**src/design/can_rx_filter_queue_macros.svh**
```systemverilog
// Assertion helpers for the CAN receive filter queue.
`ifndef CAN_RX_FILTER_QUEUE_MACROS_SVH
`define CAN_RX_FILTER_QUEUE_MACROS_SVH

`ifndef SYNTH
// antecedent |-> consequent, same cycle
`define CRFQ_ASSERT_IMPL(label, clk, rst, ante, cons, msg) \
   label: assert property (@(posedge clk) disable iff (rst) (ante) |-> (cons)) else $error(msg);
// antecedent |=> consequent, next cycle
`define CRFQ_ASSERT_NEXT(label, clk, rst, ante, cons, msg) \
   label: assert property (@(posedge clk) disable iff (rst) (ante) |=> (cons)) else $error(msg);
`else
`define CRFQ_ASSERT_IMPL(label, clk, rst, ante, cons, msg)
`define CRFQ_ASSERT_NEXT(label, clk, rst, ante, cons, msg)
`endif

`endif

```
**src/design/crfq_pkg.sv**
```systemverilog
`timescale 1ns / 1ps

package crfq_pkg;

   localparam int ID_W      = 11;
   localparam int HDR_W     = 8;
   localparam int DLC_W     = 4;
   localparam int SIZE_W    = 3;
   localparam int BYTES_W   = 64;
   localparam int PAYLOAD_W = 56;
   localparam int ACNT_W    = 3;
   localparam int HCNT_W    = 4;
   localparam int META_W    = ID_W + HDR_W + SIZE_W;
   localparam int CSR_IDX_W = 2;

   localparam logic [DLC_W-1:0] MAX_DLC = 4'd8;

   localparam int DEF_RING_DEPTH    = 16;
   localparam int DEF_ADDRESS_SLOTS = 4;
   localparam int DEF_HEADER_SLOTS  = 8;

   localparam logic ACT_OFFER = 1'b0;
   localparam logic ACT_POP   = 1'b1;

   localparam logic [CSR_IDX_W-1:0] CSR_ADDRESS_TABLE = 2'd0;
   localparam logic [CSR_IDX_W-1:0] CSR_ADDRESS_COUNT = 2'd1;
   localparam logic [CSR_IDX_W-1:0] CSR_HEADER_TABLE  = 2'd2;
   localparam logic [CSR_IDX_W-1:0] CSR_HEADER_COUNT  = 2'd3;

   // classified transaction handed from front to back
   typedef struct packed {
      logic                 is_pop;
      logic                 pass;
      logic [ID_W-1:0]      id;
      logic [HDR_W-1:0]     hdr;
      logic [SIZE_W-1:0]    size;
      logic [PAYLOAD_W-1:0] payload;
   } cmd_type;

   typedef struct packed {
      logic                 accepted;
      logic                 dropped_full;
      logic                 message_valid;
      logic [ID_W-1:0]      receiver;
      logic [HDR_W-1:0]     header;
      logic [SIZE_W-1:0]    payload_size;
      logic [PAYLOAD_W-1:0] payload;
   } rsp_type;

   typedef enum logic {
      BK_IDLE,
      BK_READ
   } back_state_type;

endpackage

```
**src/design/can_rx_filter_queue.sv**
```systemverilog
`timescale 1ns / 1ps
// Channel   Direction  Handshake             Payload
// request   in         push / full           req_action, req_can_id, req_frame_length,
//                                            req_frame_bytes
// response  out        empty / pop           rsp_accepted ... rsp_stored_count
// csr       in         csr_write_en          csr_index, csr_wdata
//
// The front takes a transaction into a two-deep command queue in the cycle of push.
// The back works one command at a time: an offer or an empty pop is done in BK_IDLE,
// a pop of a stored message goes through BK_IDLE then BK_READ (registered ring read).
// A result waits in the output register; the back stalls only while that register is full.
// Synchronous reset clears pointers, counts and queues; ring contents are not cleared.

module can_rx_filter_queue #(
   parameter int RING_DEPTH    = crfq_pkg::DEF_RING_DEPTH,
   parameter int ADDRESS_SLOTS = crfq_pkg::DEF_ADDRESS_SLOTS,
   parameter int HEADER_SLOTS  = crfq_pkg::DEF_HEADER_SLOTS
) (
   input  logic                                   clock,
   input  logic                                   reset,
   input  logic                                   push,
   output logic                                   full,
   input  logic                                   req_action,
   input  logic [crfq_pkg::ID_W-1:0]              req_can_id,
   input  logic [crfq_pkg::DLC_W-1:0]             req_frame_length,
   input  logic [crfq_pkg::BYTES_W-1:0]           req_frame_bytes,
   output logic                                   empty,
   input  logic                                   pop,
   output logic                                   rsp_accepted,
   output logic                                   rsp_dropped_full,
   output logic                                   rsp_message_valid,
   output logic [crfq_pkg::ID_W-1:0]              rsp_receiver,
   output logic [crfq_pkg::HDR_W-1:0]             rsp_header,
   output logic [crfq_pkg::SIZE_W-1:0]            rsp_payload_size,
   output logic [crfq_pkg::PAYLOAD_W-1:0]         rsp_payload,
   output logic [$clog2(RING_DEPTH)-1:0]          rsp_stored_count,
   input  logic                                   csr_write_en,
   input  logic [crfq_pkg::CSR_IDX_W-1:0]         csr_index,
   input  logic [((11*ADDRESS_SLOTS > 8*HEADER_SLOTS) ?
                  11*ADDRESS_SLOTS : 8*HEADER_SLOTS)-1:0] csr_wdata
);

   import crfq_pkg::*;

   localparam int AT_W = ID_W * ADDRESS_SLOTS;
   localparam int HT_W = HDR_W * HEADER_SLOTS;

   logic [AT_W-1:0]   address_table_ff;
   logic [ACNT_W-1:0] address_count_ff;
   logic [HT_W-1:0]   header_table_ff;
   logic [HCNT_W-1:0] header_count_ff;

   logic    cmd_valid;
   logic    cmd_take;
   cmd_type cmd;
   rsp_type rsp;

   always_ff @(posedge clock) begin
      if (reset) begin
         address_table_ff <= '0;
         address_count_ff <= '0;
         header_table_ff  <= '0;
         header_count_ff  <= '0;
      end else if (csr_write_en) begin
         unique case (csr_index)
            CSR_ADDRESS_TABLE: address_table_ff <= csr_wdata[AT_W-1:0];
            CSR_ADDRESS_COUNT: address_count_ff <= csr_wdata[ACNT_W-1:0];
            CSR_HEADER_TABLE:  header_table_ff  <= csr_wdata[HT_W-1:0];
            CSR_HEADER_COUNT:  header_count_ff  <= csr_wdata[HCNT_W-1:0];
            default: ;
         endcase
      end
   end

   crfq_front #(
      .ADDRESS_SLOTS (ADDRESS_SLOTS),
      .HEADER_SLOTS  (HEADER_SLOTS)
   ) u_front (
      .clock         (clock),
      .reset         (reset),
      .push          (push),
      .full          (full),
      .action        (req_action),
      .can_id        (req_can_id),
      .frame_length  (req_frame_length),
      .frame_bytes   (req_frame_bytes),
      .address_table (address_table_ff),
      .address_count (address_count_ff),
      .header_table  (header_table_ff),
      .header_count  (header_count_ff),
      .cmd_valid     (cmd_valid),
      .cmd           (cmd),
      .cmd_take      (cmd_take)
   );

   crfq_back #(
      .RING_DEPTH (RING_DEPTH)
   ) u_back (
      .clock        (clock),
      .reset        (reset),
      .cmd_valid    (cmd_valid),
      .cmd          (cmd),
      .cmd_take     (cmd_take),
      .empty        (empty),
      .pop          (pop),
      .rsp          (rsp),
      .stored_count (rsp_stored_count)
   );

   assign rsp_accepted      = rsp.accepted;
   assign rsp_dropped_full  = rsp.dropped_full;
   assign rsp_message_valid = rsp.message_valid;
   assign rsp_receiver      = rsp.receiver;
   assign rsp_header        = rsp.header;
   assign rsp_payload_size  = rsp.payload_size;
   assign rsp_payload       = rsp.payload;

endmodule

```
**src/design/crfq_ram.sv**
```systemverilog
`timescale 1ns / 1ps

module crfq_ram #(
   parameter int WIDTH = 8,
   parameter int DEPTH = 16
) (
   input  logic                     clock,
   input  logic                     wr_en,
   input  logic [$clog2(DEPTH)-1:0] wr_addr,
   input  logic [WIDTH-1:0]         wr_data,
   input  logic                     rd_en,
   input  logic [$clog2(DEPTH)-1:0] rd_addr,
   output logic [WIDTH-1:0]         rd_data
);

   logic [WIDTH-1:0] mem_ff [DEPTH];
   logic [WIDTH-1:0] rd_data_ff;

   always_ff @(posedge clock) begin
      if (wr_en) begin
         mem_ff[wr_addr] <= wr_data;
      end
      if (rd_en) begin
         rd_data_ff <= mem_ff[rd_addr];
      end
   end

   assign rd_data = rd_data_ff;

endmodule

```
**src/design/crfq_front.sv**
```systemverilog
`timescale 1ns / 1ps

module crfq_front #(
   parameter int ADDRESS_SLOTS = crfq_pkg::DEF_ADDRESS_SLOTS,
   parameter int HEADER_SLOTS  = crfq_pkg::DEF_HEADER_SLOTS
) (
   input  logic                              clock,
   input  logic                              reset,
   input  logic                              push,
   output logic                              full,
   input  logic                              action,
   input  logic [crfq_pkg::ID_W-1:0]         can_id,
   input  logic [crfq_pkg::DLC_W-1:0]        frame_length,
   input  logic [crfq_pkg::BYTES_W-1:0]      frame_bytes,
   input  logic [11*ADDRESS_SLOTS-1:0]       address_table,
   input  logic [crfq_pkg::ACNT_W-1:0]       address_count,
   input  logic [8*HEADER_SLOTS-1:0]         header_table,
   input  logic [crfq_pkg::HCNT_W-1:0]       header_count,
   output logic                              cmd_valid,
   output crfq_pkg::cmd_type                 cmd,
   input  logic                              cmd_take
);

   import crfq_pkg::*;

   `include "can_rx_filter_queue_macros.svh"

   cmd_type          q_ff [2];
   logic             head_ff, head_in;
   logic             tail_ff, tail_in;
   logic [1:0]       cnt_ff, cnt_in;

   cmd_type          new_cmd;
   logic [DLC_W-1:0] dlc;
   logic [SIZE_W-1:0] n;
   logic             addr_ok, hdr_ok;
   logic [PAYLOAD_W-1:0] body;
   logic             push_ok;

   // filter and payload trimming
   always_comb begin
      dlc     = (frame_length > MAX_DLC) ? MAX_DLC : frame_length;
      n       = SIZE_W'(dlc - DLC_W'(1));
      body    = frame_bytes[BYTES_W-1:HDR_W];
      addr_ok = 1'b0;
      hdr_ok  = 1'b0;
      // slot k is live when k < count; counts above the slot total saturate naturally
      for (int k = 0; k < ADDRESS_SLOTS; k++) begin
         if ((ACNT_W'(k) < address_count) && (address_table[11*k +: ID_W] == can_id)) begin
            addr_ok = 1'b1;
         end
      end
      for (int k = 0; k < HEADER_SLOTS; k++) begin
         if ((HCNT_W'(k) < header_count) &&
             (header_table[8*k +: HDR_W] == frame_bytes[HDR_W-1:0])) begin
            hdr_ok = 1'b1;
         end
      end
      new_cmd.is_pop  = (action == ACT_POP);
      new_cmd.pass    = (dlc != '0) && addr_ok && hdr_ok;
      new_cmd.id      = can_id;
      new_cmd.hdr     = frame_bytes[HDR_W-1:0];
      new_cmd.size    = n;
      new_cmd.payload = '0;
      for (int i = 0; i < PAYLOAD_W / 8; i++) begin
         if (SIZE_W'(i) < n) begin
            new_cmd.payload[8*i +: 8] = body[8*i +: 8];
         end
      end
   end

   assign full      = (cnt_ff == 2'd2);
   assign push_ok   = push && !full;
   assign cmd_valid = (cnt_ff != 2'd0);
   assign cmd       = q_ff[head_ff];

   always_comb begin
      head_in = head_ff;
      tail_in = tail_ff;
      cnt_in  = cnt_ff;
      if (push_ok) begin
         tail_in = ~tail_ff;
      end
      if (cmd_take && cmd_valid) begin
         head_in = ~head_ff;
      end
      case ({push_ok, cmd_take && cmd_valid})
         2'b10:   cnt_in = cnt_ff + 2'd1;
         2'b01:   cnt_in = cnt_ff - 2'd1;
         default: cnt_in = cnt_ff;
      endcase
   end

   always_ff @(posedge clock) begin
      if (reset) begin
         head_ff <= 1'b0;
         tail_ff <= 1'b0;
         cnt_ff  <= 2'd0;
      end else begin
         head_ff <= head_in;
         tail_ff <= tail_in;
         cnt_ff  <= cnt_in;
      end
   end

   always_ff @(posedge clock) begin
      if (push_ok) begin
         q_ff[tail_ff] <= new_cmd;
      end
   end

   `CRFQ_ASSERT_IMPL(a_q_bound, clock, reset, 1'b1, cnt_ff != 2'd3, "command queue overflow")
   `CRFQ_ASSERT_NEXT(a_q_grow, clock, reset, push_ok && !cmd_take, cnt_ff == $past(cnt_ff) + 2'd1, "command queue count lost a push")

endmodule

```
**src/design/crfq_back.sv**
```systemverilog
`timescale 1ns / 1ps

module crfq_back #(
   parameter int RING_DEPTH = crfq_pkg::DEF_RING_DEPTH
) (
   input  logic                          clock,
   input  logic                          reset,
   input  logic                          cmd_valid,
   input  crfq_pkg::cmd_type             cmd,
   output logic                          cmd_take,
   output logic                          empty,
   input  logic                          pop,
   output crfq_pkg::rsp_type             rsp,
   output logic [$clog2(RING_DEPTH)-1:0] stored_count
);

   import crfq_pkg::*;

   `include "can_rx_filter_queue_macros.svh"

   localparam int PTR_W = $clog2(RING_DEPTH);
   localparam logic [PTR_W-1:0] LAST = PTR_W'(RING_DEPTH - 1);

   back_state_type   state_ff, state_in;
   logic [PTR_W-1:0] wr_ptr_ff, wr_ptr_in;
   logic [PTR_W-1:0] rd_ptr_ff, rd_ptr_in;
   logic [PTR_W-1:0] count_ff, count_in;
   logic             out_valid_ff, out_valid_in;
   rsp_type          out_ff, out_in;
   logic [PTR_W-1:0] out_cnt_ff, out_cnt_in;

   logic             out_free;
   logic             ring_full;
   logic             mem_we, mem_re;
   logic [META_W-1:0]    meta_rd;
   logic [PAYLOAD_W-1:0] payload_rd;

   assign out_free  = !out_valid_ff || pop;
   assign ring_full = (count_ff == LAST);

   always_comb begin
      state_in     = state_ff;
      wr_ptr_in    = wr_ptr_ff;
      rd_ptr_in    = rd_ptr_ff;
      count_in     = count_ff;
      out_valid_in = out_valid_ff && !pop;
      out_in       = out_ff;
      out_cnt_in   = out_cnt_ff;
      cmd_take     = 1'b0;
      mem_we       = 1'b0;
      mem_re       = 1'b0;
      unique case (state_ff)
         BK_IDLE: begin
            if (cmd_valid && out_free) begin
               cmd_take = 1'b1;
               out_in   = '0;
               if (!cmd.is_pop) begin
                  out_valid_in = 1'b1;
                  if (cmd.pass && !ring_full) begin
                     mem_we          = 1'b1;
                     wr_ptr_in       = (wr_ptr_ff == LAST) ? '0 : wr_ptr_ff + PTR_W'(1);
                     count_in        = count_ff + PTR_W'(1);
                     out_in.accepted = 1'b1;
                  end else if (cmd.pass) begin
                     out_in.dropped_full = 1'b1;
                  end
                  out_cnt_in = count_in;
               end else if (count_ff != '0) begin
                  // message comes back from the registered ring read in the next cycle, in BK_READ
                  mem_re    = 1'b1;
                  rd_ptr_in = (rd_ptr_ff == LAST) ? '0 : rd_ptr_ff + PTR_W'(1);
                  count_in  = count_ff - PTR_W'(1);
                  state_in  = BK_READ;
               end else begin
                  out_valid_in = 1'b1;
                  out_cnt_in   = '0;
               end
            end
         end
         BK_READ: begin
            out_valid_in         = 1'b1;
            out_in               = '0;
            out_in.message_valid = 1'b1;
            out_in.receiver      = meta_rd[META_W-1 -: ID_W];
            out_in.header        = meta_rd[SIZE_W +: HDR_W];
            out_in.payload_size  = meta_rd[SIZE_W-1:0];
            out_in.payload       = payload_rd;
            out_cnt_in           = count_ff;
            state_in             = BK_IDLE;
         end
         default: state_in = BK_IDLE;
      endcase
   end

   always_ff @(posedge clock) begin
      if (reset) begin
         state_ff     <= BK_IDLE;
         wr_ptr_ff    <= '0;
         rd_ptr_ff    <= '0;
         count_ff     <= '0;
         out_valid_ff <= 1'b0;
      end else begin
         state_ff     <= state_in;
         wr_ptr_ff    <= wr_ptr_in;
         rd_ptr_ff    <= rd_ptr_in;
         count_ff     <= count_in;
         out_valid_ff <= out_valid_in;
      end
   end

   always_ff @(posedge clock) begin
      out_ff     <= out_in;
      out_cnt_ff <= out_cnt_in;
   end

   crfq_ram #(
      .WIDTH (META_W),
      .DEPTH (RING_DEPTH)
   ) u_meta_ram (
      .clock   (clock),
      .wr_en   (mem_we),
      .wr_addr (wr_ptr_ff),
      .wr_data ({cmd.id, cmd.hdr, cmd.size}),
      .rd_en   (mem_re),
      .rd_addr (rd_ptr_ff),
      .rd_data (meta_rd)
   );

   crfq_ram #(
      .WIDTH (PAYLOAD_W),
      .DEPTH (RING_DEPTH)
   ) u_payload_ram (
      .clock   (clock),
      .wr_en   (mem_we),
      .wr_addr (wr_ptr_ff),
      .wr_data (cmd.payload),
      .rd_en   (mem_re),
      .rd_addr (rd_ptr_ff),
      .rd_data (payload_rd)
   );

   assign empty        = !out_valid_ff;
   assign rsp          = out_ff;
   assign stored_count = out_cnt_ff;

   `CRFQ_ASSERT_IMPL(a_read_slot_free, clock, reset, state_ff == BK_READ, !out_valid_ff, "ring read returned while result slot busy")
   `CRFQ_ASSERT_IMPL(a_flags_exclusive, clock, reset, out_valid_ff, $countones({out_ff.accepted, out_ff.dropped_full, out_ff.message_valid}) <= 1, "result carries conflicting flags")
   `CRFQ_ASSERT_IMPL(a_count_bound, clock, reset, 1'b1, count_ff <= LAST, "ring holds more than its depth allows")

endmodule

```
**config.mk**
```make
export PLATFORM = sky130hd
export DESIGN_NAME = can_rx_filter_queue
export DESIGN_NICKNAME = d
export VERILOG_FILES = /design/src/design/crfq_pkg.sv /design/src/design/can_rx_filter_queue.sv /design/src/design/crfq_ram.sv /design/src/design/crfq_front.sv /design/src/design/crfq_back.sv
export VERILOG_INCLUDE_DIRS = /design/src /design/src/design
export SDC_FILE = /design/constraint.sdc
export NUM_CORES = 2
export LEC_CHECK = 0
export BUFFER_PORTS_ARGS = -buffer_cell sky130_fd_sc_hd__buf_2
export CAP_MARGIN = 40
export CORE_UTILIZATION = 58
export CTS_BUF_LIST = sky130_fd_sc_hd__clkbuf_4 sky130_fd_sc_hd__clkbuf_8
export DETAILED_ROUTE_END_ITERATION = 6
export PLACE_DENSITY = 0.78
export SLEW_MARGIN = 30
export SYNTH_ARGS = -nofsm -noshare
export SYNTH_HDL_FRONTEND = slang
export SYNTH_SLANG_ARGS = --single-unit
```
**constraint.sdc**
```tcl
create_clock -name clock -period 7.55 [get_ports clock]
set_input_delay 1.1325 -clock clock [delete_from_list [all_inputs] [get_ports clock]]
set_output_delay 1.1325 -clock clock [all_outputs]
set_load 0.03 [all_outputs]
```
==> results by group <==
Logic synthesis
  – FF+latch count, synth: about 1700
  – Most common cell in the netlist: edfxtp_1
  – Main area contributors after synthesis: edfxtp_1 (73%), mux4_2 (14%), dfxtp_1 (4.1%)
  – Ys async rst share: 0
  – Synth area leader: edfxtp_1
  – Post-Syn Area: 64690 um^2
  – Avg Synthesized Cell Area: just over 20 um^2
  – Commonest cells post-synth: edfxtp_1 (1571), mux4_2 (390), nand2_1 (236), dfxtp_1 (134), a21oi_1 (122)
  – Seq/Total Area, Yosys: 0.7707
  – Cells after Synth: 3126
  – Post-synth EDFFs: ~1600
  – Ys Warns: 0
  – Most used DFF post-synth: edfxtp_1
  – Syn nets: 3287
  – Synth top area share: 0.7292
  – Synth cell types: 50

Route
  – 1st-pass router iterations: 5
  – # DRC: 0
  – Drt via density: 6.059
  – Vias: 31830
  – DR WL/cell: about 27 um
  – Post-Route WL: ~140 mm
  – Starting DRT DRC Count: around 3100
  – Final antenna-violating net count: 0

Power
  – P_leak: between 20 and 25 nW
  – PwrDens: 313.4 nW/um^2
  – Worst vdd ir: roughly 0.00029 V

Worst setup path
  – Startpoint Class: register
  – Critical Path Sink Type: register
  – Crit-path max FO: 33
  – CP Class: register to register
  – Critical Path AT: roughly 4.4 ns
  – WP data required: roughly 8.1 ns

Timing
  – RSZ-0062 raised after global routing: no
  – Final hold violation count: 0
  – Post-route setup slack: ~3.6 ns
  – Worst-Margin Slew: about 0.83 ns
  – Setup Skew: ~0.12 ns
  – Post-route clock period utilization: 0.5198
  – FMAX: 254.8 MHz
  – Max-slew headroom: 0.4469
  – Post-layout min period: 3.924 ns
  – Setup violators final: 0
  – Setup TNS: 0 ns
  – Final Max Slew Viols: 0

Clocking
  – CTS tree: done
  – Clock Tree Buf Depth: 4
  – Clock-pin transition on the worst setup and hold timing paths: roughly 0.06 ns
  – Htree depth: 5
  – Clock root buffer: clkbuf_8
  – CTS Buf Count: approximately 280
  – Post-CTS Setup Repair Bufs: 0
  – # hold bufs at CTS: 0
  – Quantity of gates resized following cts: 0
  – Clk sinks: between 1500 and 2000
  – Worst skew pair latency: a little under 1 ns

Layout
  – Core Util, Final: 0.6663
  – Final instance area: roughly 74000 um^2
  – Syn-to-layout area delta: 13.99%
  – Layout cells sized above 1: 0.3323
  – # nets final: between 3000 and 4000
  – Fillers: 6831
  – Post-Layout Cell Count: roughly 5300

Die
  – Die area: approximately 110000 um^2
  – Initial Util: 0.5846
  – Row cnt: approximately 120
  – Core area: ~110000 um^2
  – Horiz. Die Dim: 336.0 um
  – Top Ports: around 240
  – Chip height: 336.0 um

Global route
  – Routing usage on met3: 0.05127
  – Number of global-route vias before repair: 33130
  – First-pass GRT wire length: about 210 mm
  – Global routing's busiest layer: met2
  – Largest net degree at the start of global routing: 108
  – GR Layer Usage met1: 0.3492
  – Met2 GRT Util: 0.4162
  – Total grt overflow: 0
  – Initial antenna violation count: 3
  – GRT Total Usage: 0.2543

Place
  – Setup WS pre-CTS: ~3.3 ns
  – Placed cell count: ~4800
  – Dpl hpwl: a little over 80 mm
  – Area after DPL: between 60000 and 70000 um^2
  – Routability congestion estimate: 0.8081
  – IO buf count: 237

Run
  – Maxcap violations: 0

Run status
  – Status: finished clean

Worst hold path
  – Worst hold path type: primary input to register
## final cells by class
class,instances,area (um^2),area share
Sequential cell,1705,49880,0.6764
Multi-Input combinational cell,1253,14330,0.1943
Clock buffer,388,4777,0.06478
Timing Repair Buffer,314,2241,0.03039
Tap cell,1488,1862,0.02525
Clock inverter,89,599.3,0.008127
Inverter,10,40.04,0.0005430
Antenna cell,7,17.52,0.0002375
## cells by family after synthesis
| group | share of synthesized area |
|---|---|
| XOR/XNOR | 0.01570 |
| buffers and inverters | 0.01060 |
| adder cells (fa/ha/maj) | 0.001934 |
| AO/OA/AOI/OAI | 0.01331 |
| AND/OR/NAND/NOR | 0.03624 |
| flip-flops | 0.7707 |
| multiplexers | 0.1515 |
## placed cells by master (no fill, tap or decap), drive strengths merged, types with 49 or more instances in the layout
cell type,n
dfxtp,134
mux4,390
buf,314
edfxtp,1571
clkbuf,388
clkinv,71
nand2,236
a21oi,122
and2,119
nor2,49
mux2,80
xnor2,72
## worst paths after layout
path,startpoint,to,slack [ns],cells after the start
min,csr_wdata[46],header_table_ff[46],0.39,3
min reg2reg,header_table_ff[6],header_table_ff[6],0.47,2
max reg2reg,register,u_back.u_payload_ram.mem_ff[15][19],3.63,6
max,register,u_back.u_payload_ram.mem_ff[15][19],3.63,6
## state kept, by name (all words and copies together) (netlist names), 22 cells and up, named ones only
| name | cells |
|---|---|
| address_table_ff | 44 |
| header_table_ff | 64 |
| u_back.rsp | 81 |
| u_back.u_meta_ram.mem_ff | 352 |
| u_back.u_meta_ram.rd_data | 22 |
| u_back.u_payload_ram.mem_ff | 896 |
| u_back.u_payload_ram.rd_data | 56 |
| u_front.q_ff | 160 |
## stage by stage
stage	power (mW)	hold WS, ns
6_report	23.11	0.3898
5_1_grt	23.97	0.3410
4_1_cts	23.32	0.3011
3_5_place_dp	15.58	0.4586
3_3_place_gp	15.43	0.4531
2_1_floorplan	14.37	0.4481
## report_power, final
part | leakage (nW) | internal [mW] | switching (mW)
Sequential | 15.4 | 11.7 | 0.214
Clock | 2.83 | 4.31 | 3.45
Combinational | 5.26 | 1.16 | 2.29
## critical path, stage by stage, from the launching register on
cell	delay, ns
dfxtp_4	0.72
mux2i_2	0.53
and3_1	0.49
nand2_1	0.35
nor2_4	0.59
buf_16	0.26
buf_4	0.53
## metal layers
metal  part of all wire  wire [um]  vias to the layer above
li1                   -          -                    13480
met1               0.39      55190                    16490
met2               0.50      70270                     1623
met3              0.083      11610                      236
met4              0.022       3082                        2
met5            0.00012         17                        -
Note: power is estimated with default switching activity, not from simulation.
